## src/design/lbrs_pkg.sv

```systemverilog
// ----------------------------------------------------------------------------
// Load bank relay sequencer package
// Field widths, timing constants, phase and register codes, and the command
// and status bundles between controller and datapath.
// ----------------------------------------------------------------------------
package lbrs_pkg;

	localparam int CUR_W     = 15;
	localparam int MASK_W    = 4;
	localparam int PHASE_W   = 2;
	localparam int ACTIVE_W  = 3;
	localparam int CFG_IDX_W = 1;
	localparam int CFG_DAT_W = 15;

	localparam int PCD_W   = 14;
	localparam int SCD_W   = 8;
	localparam int PRE_W   = 10;
	localparam int STEP_W  = 8;
	localparam int ELAP_W  = 16;

	localparam logic [PCD_W-1:0]  PROBE_MS_RUN    = 14'd15000;
	localparam logic [PCD_W-1:0]  PROBE_MS_TEST   = 14'd2000;
	localparam logic [PCD_W-1:0]  PROBE_CUT_BELOW = 14'd14750;
	localparam logic [SCD_W-1:0]  SETTLE_MS       = 8'd150;
	localparam logic [ELAP_W-1:0] RESTART_SECONDS = 16'd2700;
	localparam logic [ELAP_W-1:0] ELAPSED_MAX     = 16'hFFFF;
	localparam logic [STEP_W-1:0] SHED_WAIT_RUN   = 8'd120;
	localparam logic [STEP_W-1:0] SHED_WAIT_TEST  = 8'd5;
	localparam logic [STEP_W-1:0] SPACING_RUN     = 8'd5;
	localparam logic [STEP_W-1:0] SPACING_TEST    = 8'd2;
	localparam logic [STEP_W-1:0] FIRST_SPACING   = 8'd5;
	localparam logic [PRE_W-1:0]  MS_PER_SECOND   = 10'd1000;
	localparam logic [CUR_W-1:0]  LIMIT_RESET     = 15'd100;

	localparam logic [CFG_IDX_W-1:0] CFG_CURRENT_LIMIT = 1'b0;
	localparam logic [CFG_IDX_W-1:0] CFG_TEST_MODE     = 1'b1;

	localparam logic FUNC_TICK    = 1'b0;
	localparam logic FUNC_READING = 1'b1;

	typedef enum logic [PHASE_W-1:0] {
		PH_PROBE  = 2'd0,
		PH_SETTLE = 2'd1,
		PH_WAIT   = 2'd2,
		PH_IDLE   = 2'd3
	} phase_t;

	typedef struct packed {
		logic capture;
		logic exec;
		logic sort_round;
		logic sort_odd;
		logic launch;
		logic publish;
	} lbrs_cmd_t;

	typedef struct packed {
		logic sort_req;
		logic out_free;
	} lbrs_status_t;

endpackage

```

## src/design/lbrs_channels.sv

```systemverilog
// ----------------------------------------------------------------------------
// Load bank relay sequencer channels
// Valid/ready interfaces for input items and result items.
// ----------------------------------------------------------------------------
interface lbrs_in_if
	import lbrs_pkg::*;
();
	logic             valid;
	logic             ready;
	logic             func;
	logic [CUR_W-1:0] current_sq;

	modport source (output valid, func, current_sq, input ready);
	modport sink (input valid, func, current_sq, output ready);
endinterface

interface lbrs_out_if
	import lbrs_pkg::*;
();
	logic                valid;
	logic                ready;
	logic [MASK_W-1:0]   relay_mask;
	logic [PHASE_W-1:0]  phase;
	logic [ACTIVE_W-1:0] active_banks;

	modport source (output valid, relay_mask, phase, active_banks, input ready);
	modport sink (input valid, relay_mask, phase, active_banks, output ready);
endinterface

```

## src/design/load_bank_relay_sequencer.sv

```systemverilog
// A result is offered once its item has passed the controller's capture, update
// and publish steps; the reading that ends the last bank's probe also passes
// the odd-even sort rounds in the datapath lanes and a launch step.
// A new item is taken only after the last one is published, and publishing
// waits while the result side has not taken the previous result.
// Reset (arst_n low): phase awaiting start, all relays open, limit 100.
// ----------------------------------------------------------------------------
// Load bank relay sequencer
// Probes, orders and switches load banks under a mean-square current limit.
// ----------------------------------------------------------------------------
module load_bank_relay_sequencer
	import lbrs_pkg::*;
#(
	parameter int NUM_BANKS = 4
) (
	input  logic                 clk,
	input  logic                 arst_n,
	input  logic                 cfg_we,
	input  logic [CFG_IDX_W-1:0] cfg_index,
	input  logic [CFG_DAT_W-1:0] cfg_data,
	lbrs_in_if.sink              items,
	lbrs_out_if.source           results
);

	lbrs_cmd_t    cmd;
	lbrs_status_t status;

	lbrs_ctrl #(
		.NUM_BANKS(NUM_BANKS)
	) u_ctrl (
		.clk     (clk),
		.arst_n  (arst_n),
		.in_valid(items.valid),
		.in_ready(items.ready),
		.status  (status),
		.cmd     (cmd)
	);

	lbrs_dpath #(
		.NUM_BANKS(NUM_BANKS)
	) u_dpath (
		.clk         (clk),
		.arst_n      (arst_n),
		.cfg_we      (cfg_we),
		.cfg_index   (cfg_index),
		.cfg_data    (cfg_data),
		.func        (items.func),
		.current_sq  (items.current_sq),
		.cmd         (cmd),
		.status      (status),
		.out_ready   (results.ready),
		.out_valid   (results.valid),
		.relay_mask  (results.relay_mask),
		.phase       (results.phase),
		.active_banks(results.active_banks)
	);

endmodule

```

## src/design/lbrs_ctrl.sv

```systemverilog
// ----------------------------------------------------------------------------
// Load bank relay sequencer controller
// Steps each item through capture, update, optional sort rounds, launch of
// the first bank and publication of the result.
// ----------------------------------------------------------------------------
module lbrs_ctrl
	import lbrs_pkg::*;
#(
	parameter int NUM_BANKS = 4
) (
	input  logic         clk,
	input  logic         arst_n,
	input  logic         in_valid,
	output logic         in_ready,
	input  lbrs_status_t status,
	output lbrs_cmd_t    cmd
);

	localparam int RCW = $clog2(NUM_BANKS);
	localparam logic [RCW-1:0] LAST_ROUND = RCW'(NUM_BANKS - 1);

	typedef enum logic [4:0] {
		S_IDLE   = 5'b00001,
		S_EXEC   = 5'b00010,
		S_SORT   = 5'b00100,
		S_LAUNCH = 5'b01000,
		S_PUB    = 5'b10000
	} state_t;

	state_t         state_q, state_d;
	logic [RCW-1:0] round_q, round_d;

	assign in_ready = (state_q == S_IDLE);

	always_comb begin
		state_d = state_q;
		round_d = round_q;
		cmd     = '0;
		unique case (state_q)
			S_IDLE: begin
				if (in_valid) begin
					cmd.capture = 1'b1;
					state_d     = S_EXEC;
				end
			end
			S_EXEC: begin
				cmd.exec = 1'b1;
				round_d  = '0;
				state_d  = status.sort_req ? S_SORT : S_PUB;
			end
			S_SORT: begin
				cmd.sort_round = 1'b1;
				cmd.sort_odd   = round_q[0];
				round_d        = round_q + 1'b1;
				if (round_q == LAST_ROUND) begin
					state_d = S_LAUNCH;
				end
			end
			S_LAUNCH: begin
				cmd.launch = 1'b1;
				state_d    = S_PUB;
			end
			S_PUB: begin
				// hold until the output register is free
				if (status.out_free) begin
					cmd.publish = 1'b1;
					state_d     = S_IDLE;
				end
			end
			default: state_d = S_IDLE;
		endcase
	end

	always_ff @(posedge clk or negedge arst_n) begin
		if (!arst_n) begin
			state_q <= S_IDLE;
			round_q <= '0;
		end else begin
			state_q <= state_d;
			round_q <= round_d;
		end
	end

endmodule

```

## src/design/lbrs_dpath.sv

```systemverilog
// ----------------------------------------------------------------------------
// Load bank relay sequencer datapath
// Configuration, timebase, probe and sequencing state, the odd-even sort
// lanes and the result register.
// ----------------------------------------------------------------------------
module lbrs_dpath
	import lbrs_pkg::*;
#(
	parameter int NUM_BANKS = 4
) (
	input  logic                 clk,
	input  logic                 arst_n,
	input  logic                 cfg_we,
	input  logic [CFG_IDX_W-1:0] cfg_index,
	input  logic [CFG_DAT_W-1:0] cfg_data,
	input  logic                 func,
	input  logic [CUR_W-1:0]     current_sq,
	input  lbrs_cmd_t            cmd,
	output lbrs_status_t         status,
	input  logic                 out_ready,
	output logic                 out_valid,
	output logic [MASK_W-1:0]    relay_mask,
	output logic [PHASE_W-1:0]   phase,
	output logic [ACTIVE_W-1:0]  active_banks
);

	localparam int BW = $clog2(NUM_BANKS);
	localparam int AW = $clog2(NUM_BANKS + 1);
	localparam int RW = (NUM_BANKS > MASK_W) ? NUM_BANKS : MASK_W;
	localparam int CW = (AW > ACTIVE_W) ? AW : ACTIVE_W;
	localparam logic [BW-1:0] LAST_BANK = BW'(NUM_BANKS - 1);
	localparam logic [AW-1:0] ALL_ON    = AW'(NUM_BANKS);

	// configuration
	logic [CUR_W-1:0] limit_q;
	logic             test_q;

	// captured item
	logic             func_q;
	logic [CUR_W-1:0] value_q;

	// sequencing state
	phase_t              phase_q, phase_d;
	logic [BW-1:0]       pbank_q, pbank_d;
	logic [PCD_W-1:0]    pcd_q, pcd_d;
	logic [SCD_W-1:0]    scd_q, scd_d;
	logic [PRE_W-1:0]    pre_q, pre_d;
	logic [STEP_W-1:0]   step_q, step_d;
	logic [ELAP_W-1:0]   elap_q, elap_d;
	logic [AW-1:0]       active_q, active_d;
	logic [BW-1:0]       order_q [NUM_BANKS];
	logic [BW-1:0]       order_d [NUM_BANKS];
	logic [CUR_W-1:0]    reading_q [NUM_BANKS];
	logic [CUR_W-1:0]    reading_d [NUM_BANKS];
	logic [NUM_BANKS-1:0] failed_q, failed_d;
	logic                just_q, just_d;
	logic [NUM_BANKS-1:0] relay_q, relay_d;

	// result register
	logic                out_valid_q;
	logic [MASK_W-1:0]   mask_q;
	logic [PHASE_W-1:0]  phase_out_q;
	logic [ACTIVE_W-1:0] active_out_q;

	logic             over;
	logic [PCD_W-1:0] pcd_cut;
	logic [PCD_W-1:0] probe_load;
	logic [AW-1:0]    pos;
	logic [BW-1:0]    pos_i;
	logic             do_begin;
	logic             do_switch;
	logic             act;
	logic [RW-1:0]    relay_ext;
	logic [CW-1:0]    active_ext;

	assign over       = (value_q >= limit_q);
	assign pcd_cut    = (over && (pcd_q < PROBE_CUT_BELOW)) ? '0 : pcd_q;
	assign probe_load = test_q ? PROBE_MS_TEST : PROBE_MS_RUN;
	assign pos        = active_q - 1'b1;
	assign pos_i      = pos[BW-1:0];

	// the reading that ends the last bank's probe hands over to the sort
	assign status.sort_req = (func_q == FUNC_READING) && (phase_q == PH_PROBE) &&
		(pcd_cut == '0) && (pbank_q == LAST_BANK);
	assign status.out_free = !out_valid_q || out_ready;

	always_comb begin
		phase_d   = phase_q;
		pbank_d   = pbank_q;
		pcd_d     = pcd_q;
		scd_d     = scd_q;
		pre_d     = pre_q;
		step_d    = step_q;
		elap_d    = elap_q;
		active_d  = active_q;
		order_d   = order_q;
		reading_d = reading_q;
		failed_d  = failed_q;
		just_d    = just_q;
		relay_d   = relay_q;
		do_begin  = 1'b0;
		do_switch = 1'b0;
		act       = 1'b0;

		if (cmd.exec) begin
			if (func_q == FUNC_TICK) begin
				if (pcd_q != '0) begin
					pcd_d = pcd_q - 1'b1;
				end
				if (scd_q != '0) begin
					scd_d = scd_q - 1'b1;
					if (scd_q == SCD_W'(1) && phase_q == PH_SETTLE) begin
						phase_d = PH_WAIT;
					end
				end
				if (pre_q > PRE_W'(1)) begin
					pre_d = pre_q - 1'b1;
				end else begin
					pre_d = MS_PER_SECOND;
					if (step_q != '0) begin
						step_d = step_q - 1'b1;
					end
					if (elap_q != ELAPSED_MAX) begin
						elap_d = elap_q + 1'b1;
					end
				end
			end else begin
				unique case (phase_q)
					PH_PROBE: begin
						reading_d[pbank_q] = value_q;
						pcd_d              = pcd_cut;
						if (pcd_cut == '0) begin
							relay_d[pbank_q] = 1'b0;
							if (over) begin
								reading_d[pbank_q] = '0;
								failed_d[pbank_q]  = 1'b1;
							end
							if (pbank_q != LAST_BANK) begin
								pbank_d          = pbank_q + 1'b1;
								relay_d[pbank_d] = 1'b1;
								pcd_d            = probe_load;
							end
						end
					end
					PH_WAIT: begin
						if (over) begin
							// shed the newest bank
							if (active_q == '0) begin
								do_begin = 1'b1;
							end else begin
								relay_d[order_q[pos_i]] = 1'b0;
								active_d                = pos;
								if (pos == '0) begin
									do_begin = 1'b1;
								end else begin
									if (just_q) begin
										just_d = 1'b0;
										if (pos_i != LAST_BANK) begin
											order_d[pos_i]        = order_q[pos_i + 1'b1];
											order_d[pos_i + 1'b1] = order_q[pos_i];
										end
									end
									step_d  = test_q ? SHED_WAIT_TEST : SHED_WAIT_RUN;
									phase_d = PH_WAIT;
								end
							end
						end else begin
							if (step_q == '0) begin
								step_d = test_q ? SPACING_TEST : SPACING_RUN;
								if (active_q < ALL_ON) begin
									act = 1'b1;
								end else begin
									just_d = 1'b0;
								end
							end
							if (elap_q >= RESTART_SECONDS) begin
								if (active_q < ALL_ON) begin
									elap_d   = '0;
									do_begin = 1'b1;
								end else begin
									elap_d = RESTART_SECONDS;
								end
							end
							// restart wins over a switch-on
							do_switch = act && !do_begin;
						end
					end
					PH_IDLE:   do_begin = 1'b1;
					PH_SETTLE: ;
					default:   ;
				endcase
			end
		end

		if (cmd.sort_round) begin
			for (int j = 0; j < NUM_BANKS - 1; j++) begin
				if (((j % 2) == 1) == cmd.sort_odd) begin
					if ((failed_q[j] != failed_q[j+1]) ? failed_q[j] :
						(reading_q[j+1] > reading_q[j])) begin
						order_d[j]     = order_q[j+1];
						order_d[j+1]   = order_q[j];
						reading_d[j]   = reading_q[j+1];
						reading_d[j+1] = reading_q[j];
						failed_d[j]    = failed_q[j+1];
						failed_d[j+1]  = failed_q[j];
					end
				end
			end
		end

		if (cmd.launch) begin
			step_d    = FIRST_SPACING;
			elap_d    = '0;
			active_d  = '0;
			do_switch = 1'b1;
		end

		if (do_begin) begin
			relay_d = '0;
			for (int j = 0; j < NUM_BANKS; j++) begin
				order_d[j] = BW'(j);
			end
			failed_d   = '0;
			pbank_d    = '0;
			relay_d[0] = 1'b1;
			pcd_d      = probe_load;
			phase_d    = PH_PROBE;
		end

		if (do_switch) begin
			relay_d[order_q[active_d[BW-1:0]]] = 1'b1;
			active_d = active_d + 1'b1;
			just_d   = 1'b1;
			scd_d    = SETTLE_MS;
			phase_d  = PH_SETTLE;
		end
	end

	always_ff @(posedge clk or negedge arst_n) begin
		if (!arst_n) begin
			limit_q  <= LIMIT_RESET;
			test_q   <= 1'b0;
			phase_q  <= PH_IDLE;
			pbank_q  <= '0;
			pcd_q    <= '0;
			scd_q    <= '0;
			pre_q    <= MS_PER_SECOND;
			step_q   <= '0;
			elap_q   <= '0;
			active_q <= '0;
			for (int j = 0; j < NUM_BANKS; j++) begin
				order_q[j]   <= BW'(j);
				reading_q[j] <= '0;
			end
			failed_q    <= '0;
			just_q      <= 1'b0;
			relay_q     <= '0;
			out_valid_q <= 1'b0;
		end else begin
			if (cfg_we) begin
				unique case (cfg_index)
					CFG_CURRENT_LIMIT: limit_q <= cfg_data[CUR_W-1:0];
					CFG_TEST_MODE:     test_q  <= cfg_data[0];
					default:           ;
				endcase
			end
			phase_q   <= phase_d;
			pbank_q   <= pbank_d;
			pcd_q     <= pcd_d;
			scd_q     <= scd_d;
			pre_q     <= pre_d;
			step_q    <= step_d;
			elap_q    <= elap_d;
			active_q  <= active_d;
			order_q   <= order_d;
			reading_q <= reading_d;
			failed_q  <= failed_d;
			just_q    <= just_d;
			relay_q   <= relay_d;
			if (cmd.publish) begin
				out_valid_q <= 1'b1;
			end else if (out_ready) begin
				out_valid_q <= 1'b0;
			end
		end
	end

	assign relay_ext  = RW'(relay_q);
	assign active_ext = CW'(active_q);

	// payload registers
	always_ff @(posedge clk) begin
		if (cmd.capture) begin
			func_q  <= func;
			value_q <= current_sq;
		end
		if (cmd.publish) begin
			mask_q       <= relay_ext[MASK_W-1:0];
			phase_out_q  <= phase_q;
			active_out_q <= active_ext[ACTIVE_W-1:0];
		end
	end

	assign out_valid    = out_valid_q;
	assign relay_mask   = mask_q;
	assign phase        = phase_out_q;
	assign active_banks = active_out_q;

endmodule

```

## src/flat_wrapper.sv

```systemverilog
// flat-port wrapper written by rule: the top's interface ports become plain ports
module load_bank_relay_sequencer_flat import lbrs_pkg::*;
#(
	parameter int NUM_BANKS = 4
)
  (clk, arst_n, cfg_we, cfg_index, cfg_data, items_valid, items_func, items_current_sq, items_ready, results_valid, results_relay_mask, results_phase, results_active_banks, results_ready);
  lbrs_in_if items_i ();
  lbrs_out_if results_i ();
  input  logic clk;
  input  logic arst_n;
  input  logic cfg_we;
  input  logic [CFG_IDX_W-1:0] cfg_index;
  input  logic [CFG_DAT_W-1:0] cfg_data;
  input wire logic [$bits(items_i.valid)-1:0] items_valid;
  input wire logic [$bits(items_i.func)-1:0] items_func;
  input wire logic [$bits(items_i.current_sq)-1:0] items_current_sq;
  output wire logic [$bits(items_i.ready)-1:0] items_ready;
  output wire logic [$bits(results_i.valid)-1:0] results_valid;
  output wire logic [$bits(results_i.relay_mask)-1:0] results_relay_mask;
  output wire logic [$bits(results_i.phase)-1:0] results_phase;
  output wire logic [$bits(results_i.active_banks)-1:0] results_active_banks;
  input wire logic [$bits(results_i.ready)-1:0] results_ready;
  assign items_i.valid = items_valid;
  assign items_i.func = items_func;
  assign items_i.current_sq = items_current_sq;
  assign items_ready = items_i.ready;
  assign results_valid = results_i.valid;
  assign results_relay_mask = results_i.relay_mask;
  assign results_phase = results_i.phase;
  assign results_active_banks = results_i.active_banks;
  assign results_i.ready = results_ready;
  load_bank_relay_sequencer #(.NUM_BANKS(NUM_BANKS)) u_core (.clk(clk), .arst_n(arst_n), .cfg_we(cfg_we), .cfg_index(cfg_index), .cfg_data(cfg_data), .items(items_i), .results(results_i));
endmodule
```

## config.mk

```make
export PLATFORM = sky130hd
export DESIGN_NAME = load_bank_relay_sequencer_flat
export DESIGN_NICKNAME = d
export VERILOG_FILES = /design/src/design/lbrs_pkg.sv /design/src/design/lbrs_channels.sv /design/src/design/load_bank_relay_sequencer.sv /design/src/design/lbrs_ctrl.sv /design/src/design/lbrs_dpath.sv /design/src/flat_wrapper.sv
export SDC_FILE = /design/constraint.sdc
export NUM_CORES = 1
export LEC_CHECK = 0
export ABC_CLOCK_PERIOD_IN_PS = 4200
export BUFFER_PORTS_ARGS = -buffer_cell sky130_fd_sc_hd__buf_2
export CAP_MARGIN = 30
export CORE_AREA = 2 2 164 166
export DETAILED_ROUTE_END_ITERATION = 16
export DIE_AREA = 0 0 166 168
export HOLD_SLACK_MARGIN = 0.05
export PLACE_DENSITY = 0.6
export SYNTH_ARGS = -nofsm -noshare
export SYNTH_HDL_FRONTEND = slang
export SYNTH_SLANG_ARGS = --single-unit
```

## constraint.sdc

```tcl
create_clock -name clk -period 4.2 [get_ports clk]
set_input_delay 0 -clock clk [delete_from_list [all_inputs] [get_ports clk]]
set_output_delay 0 -clock clk [all_outputs]
set_load 0.02 [all_outputs]
```

==> key figures <==
Clock tree
  – Clock transition at the registers of the reported paths: 0.09 ns
  – H-tree Lvls: 4
  – Root buffer cell: clkbuf_16
  – Skew-Pair Late Insertion Delay: 0.45 ns
  – CTS Sinks: 189
  – CTS resizes: 0
  – Num CTS Buffers: 17
  – CTS tree: yes
  – Bufs on Longest Clock Path: 2
  – Setup Buffers After CTS: 0

Die
  – Die H: 168 µm
  – Boundary Pins: 48
  – Core area: 0.0264 mm²
  – Die ar.: 0.0279 mm²
  – Num rows: 60
  – Chip Width: 166 µm
  – Initial Util: 0.442

Flow run
  – Max cap viols: 0

Setup path
  – Critical R2R Launch: u_core.u_dpath.limit_q[6]$_DFFE_PN1P_
  – Critical path capture point type: flop
  – Crit Path Class: flop to flop
  – Crit-path max FO: 11
  – Startpoint types: flop
  – Slowest cell delay on critical path: 0.52 ns
  – Critical Path AT: 3.84 ns
  – Critical Path RT: 4.56 ns
  – Cell-by-cell trace of the critical path: inv_1, ha_1, and3_1, a221o_1, a31o_1, a21o_1, or3_4, a211o_1, a21oi_2, nand2_1, a221oi_2
  – Max stage delay cell, worst path: dfstp_2
  – Critical Path Start: u_core.u_dpath.limit_q[6]$_DFFE_PN1P_

Global routing
  – GRT overflow: 0
  – Vias in the first global route: 10100
  – First-pass GRT wire length: 53.6 mm
  – Antenna violations before repair: 0
  – Pin count of the biggest net entering global routing: 92
  – GRT Total Usage: 0.237

Logic synthesis
  – #FFs+latches synth: 189
  – Seq/Total Area, Yosys: 0.418
  – Post-Synthesis Cells: 1343
  – Post-synth EDFFs: 25
  – Async set-or-reset flop fraction in the synthesized netlist: 0.868
  – Yosys warns: 0
  – Syn Nets: 1463
  – Synthesized cell area: 0.0117 mm²
  – Prevailing post-synth register cell: dfrtp_1
  – Syn avg cell area: 8.68 µm²
  – Synth cell types: 89

Layout
  – FILL cells: 2433
  – FF/Latch Area: 0.00487 mm²
  – Multi-input logic area: 0.00619 mm²
  – Commonest non-fill, non-tap cells in the layout: nand2_1 (176), dfrtp_1 (148), o21ai_0 (136)
  – Number of diodes: 0
  – Layout cells sized above 1: 0.107
  – Nets: 1549
  – Commonest non-fill, non-tap cell in the layout: nand2_1
  – Synthesis-to-finish area growth: 15.4%

Placement
  – GP Congestion: 0.864
  – HPWL after DPL: 22.1 mm
  – Port bufs: 47

Power
  – Internal Pwr Total: 4.47 mW
  – Pwr Density: 572 mW/mm²
  – Combinational power share: 0.404
  – Peak VDD IR: 0.328 mV
  – Reg power frac: 0.379
  – Sw Pwr: 3.22 mW
  – Power share of the clock group: 0.217
  – Final Power: 7.69 mW
  – Switching share of power: 0.419
  – Leakage: 5.96 nW

Min path
  – Tightest Hold Check Type: primary input to flop
  – Worst Hold Launch: cfg_index

Route
  – WL/cell: 18.2 µm
  – Via density per instance: 5.81
  – Vias: 10400
  – Iter 0 DRT Violations: 735
  – Final wirelength: 32.5 mm
  – Post-route ant nets: 0
  – DRC: 0
  – Drt first pass iters: 5

Timing
  – Max frequency: 287 MHz
  – Final Slew Violations: 0
  – TNS Setup: 0 ns
  – Relative slew slack: 0.345
  – Final setup vio count: 0
  – Final min period: 3.48 ns
  – Worst-margin pin slew: 0.978 ns
  – Final Hold Violating Endpoints: 0
  – Crit share post-route: 0.829
  – Unrepaired setup endpoints after global routing: no
  – Clk_skew: 0.0209 ns

Run status
  – Outcome: completed
-- metrics by stage --
step                      utilization  cell area, µm²  setup WS, ns  hold slack [ns]  std cells
after floorplan                     -           11700          1.18           -0.296       1343
after global placement          0.466           12300         0.839            0.152       1693
after detailed placement        0.466           12300         0.773            0.165       1693
final                           0.510           13500         0.718           0.0676       1783
after CTS                       0.510           13500         0.736           0.0508       1783
after global routing            0.510           13500         0.535            0.108       1783
-- power groups by stage --
stage | logic (mW) | clock network [mW] | registers, mW
final | 3.11 | 1.67 | 2.91
after global routing | 3.51 | 1.77 | 2.99
after CTS | 3.09 | 1.70 | 2.90
after detailed placement | 3.03 | 0 | 2.93
after global placement | 2.98 | 0 | 2.92
after floorplan | 2.29 | 0 | 2.73
-- layer usage --
layer / track usage / vias up / wire (µm)
li1: - / 5005 / -
met1: 0.331 / 5071 / 15400
met2: 0.381 / 247 / 14900
met3: 0.0378 / 38 / 1530
met4: 0.0771 / 0 / 686
met5: 0 / - / 0
-- worst max-delay path: cells and delay by family, from the launching register on --
kind                     cells  cell delay (ns)
buffers and inverters        1             0.05
flip-flops                   1             0.52
AO/OA/AOI/OAI                6             1.75
adder cells (fa/ha/maj)      1             0.30
AND/OR/NAND/NOR              3             0.76
-- sequential cells by signal, summed over array words and instances, names as in the netlist, 4 cells and up --
name	count
u_core.u_dpath.relay_ext	4
u_core.u_dpath.value_q	15
u_core.u_dpath.elap_q	16
u_core.u_dpath.scd_q	8
u_core.u_dpath.pcd_q	14
u_core.u_dpath.failed_q	4
u_core.u_ctrl.state_q	5
u_core.u_dpath.limit_q	15
u_core.u_dpath.relay_mask	4
u_core.u_dpath.reading_q	60
u_core.u_dpath.step_q	8
u_core.u_dpath.pre_q	10
u_core.u_dpath.order_q	8
-- worst paths after layout --
path | slack [ns] | endpoint | cells after the start
setup / recovery | 0.72 | u_core.u_dpath.pcd_q[3]$_DFFE_PN0P_ | 11
hold / removal | 0.07 | u_core.u_dpath.limit_q[5]$_DFFE_PN1P_ | 3
setup reg to reg | 0.72 | u_core.u_dpath.pcd_q[3]$_DFFE_PN0P_ | 11
hold reg to reg | 0.49 | u_core.u_dpath.relay_mask[1]$_DFFE_PP_ | 0
max in group asynchronous | 2.84 | u_core.u_dpath.order_q[1]$_DFF_PN1_ | 3
min in group asynchronous | 0.17 | u_core.u_dpath.limit_q[10]$_DFFE_PN0P_ | 2
-- what timing repair did --
action                                  4_1_cts  5_1_grt
hold endpoints to repair                    125        0
endpoints found under the setup margin        0        0
hold buffers                                 58        0
-- layout make-up --
| cell class | instances | area share |
|---|---|---|
| Timing Repair Buffer | 130 | 0.0751 |
| Sequential cell | 189 | 0.362 |
| Inverter | 96 | 0.0268 |
| Clock buffer | 19 | 0.0322 |
| Multi-Input combinational cell | 995 | 0.460 |
| Clock inverter | 13 | 0.0113 |
| Tap cell | 341 | 0.0317 |
-- synthesized netlist by cell type, types with 5 or more instances --
cell	number	share of area
a21o_1	20	0.013
xnor2_1	8	0.0060
a32o_1	5	0.0043
o21ai_0	136	0.058
a21oi_1	107	0.046
o221ai_1	5	0.0038
dfrtp_1	148	0.32
clkbuf_1	48	0.015
and2_1	7	0.0038
or3_1	20	0.011
o211ai_1	6	0.0039
a31oi_1	12	0.0064
nand4_1	21	0.011
a22oi_1	14	0.0090
inv_1	95	0.031
ha_1	83	0.089
nand2_1	176	0.057
nor4_1	14	0.0075
o21a_1	10	0.0064
and3_1	12	0.0064
a22o_1	9	0.0068
mux2i_1	9	0.0077
nor2b_1	11	0.0059
dfstp_2	16	0.036
o21ai_1	5	0.0021
nor3_1	18	0.0077
nand2b_1	9	0.0048
nand3_1	36	0.015
edfxtp_1	25	0.064
nor2_1	114	0.037
buf_2	11	0.0047
o22ai_1	32	0.017
-- cell families (layout without fill, tap and decap cells) --
family          after synthesis  after routing  share of synthesized area
xor+xnor                     11             11                    0.00827
simple gates                471            471                      0.194
flops                       189            189                      0.418
fa+ha+maj                    83             83                     0.0891
compound gates              415            415                      0.221
mux                          15             15                     0.0164
buf+inv                     159            258                     0.0530
No activity file was read; power rests on OpenSTA's default activity.
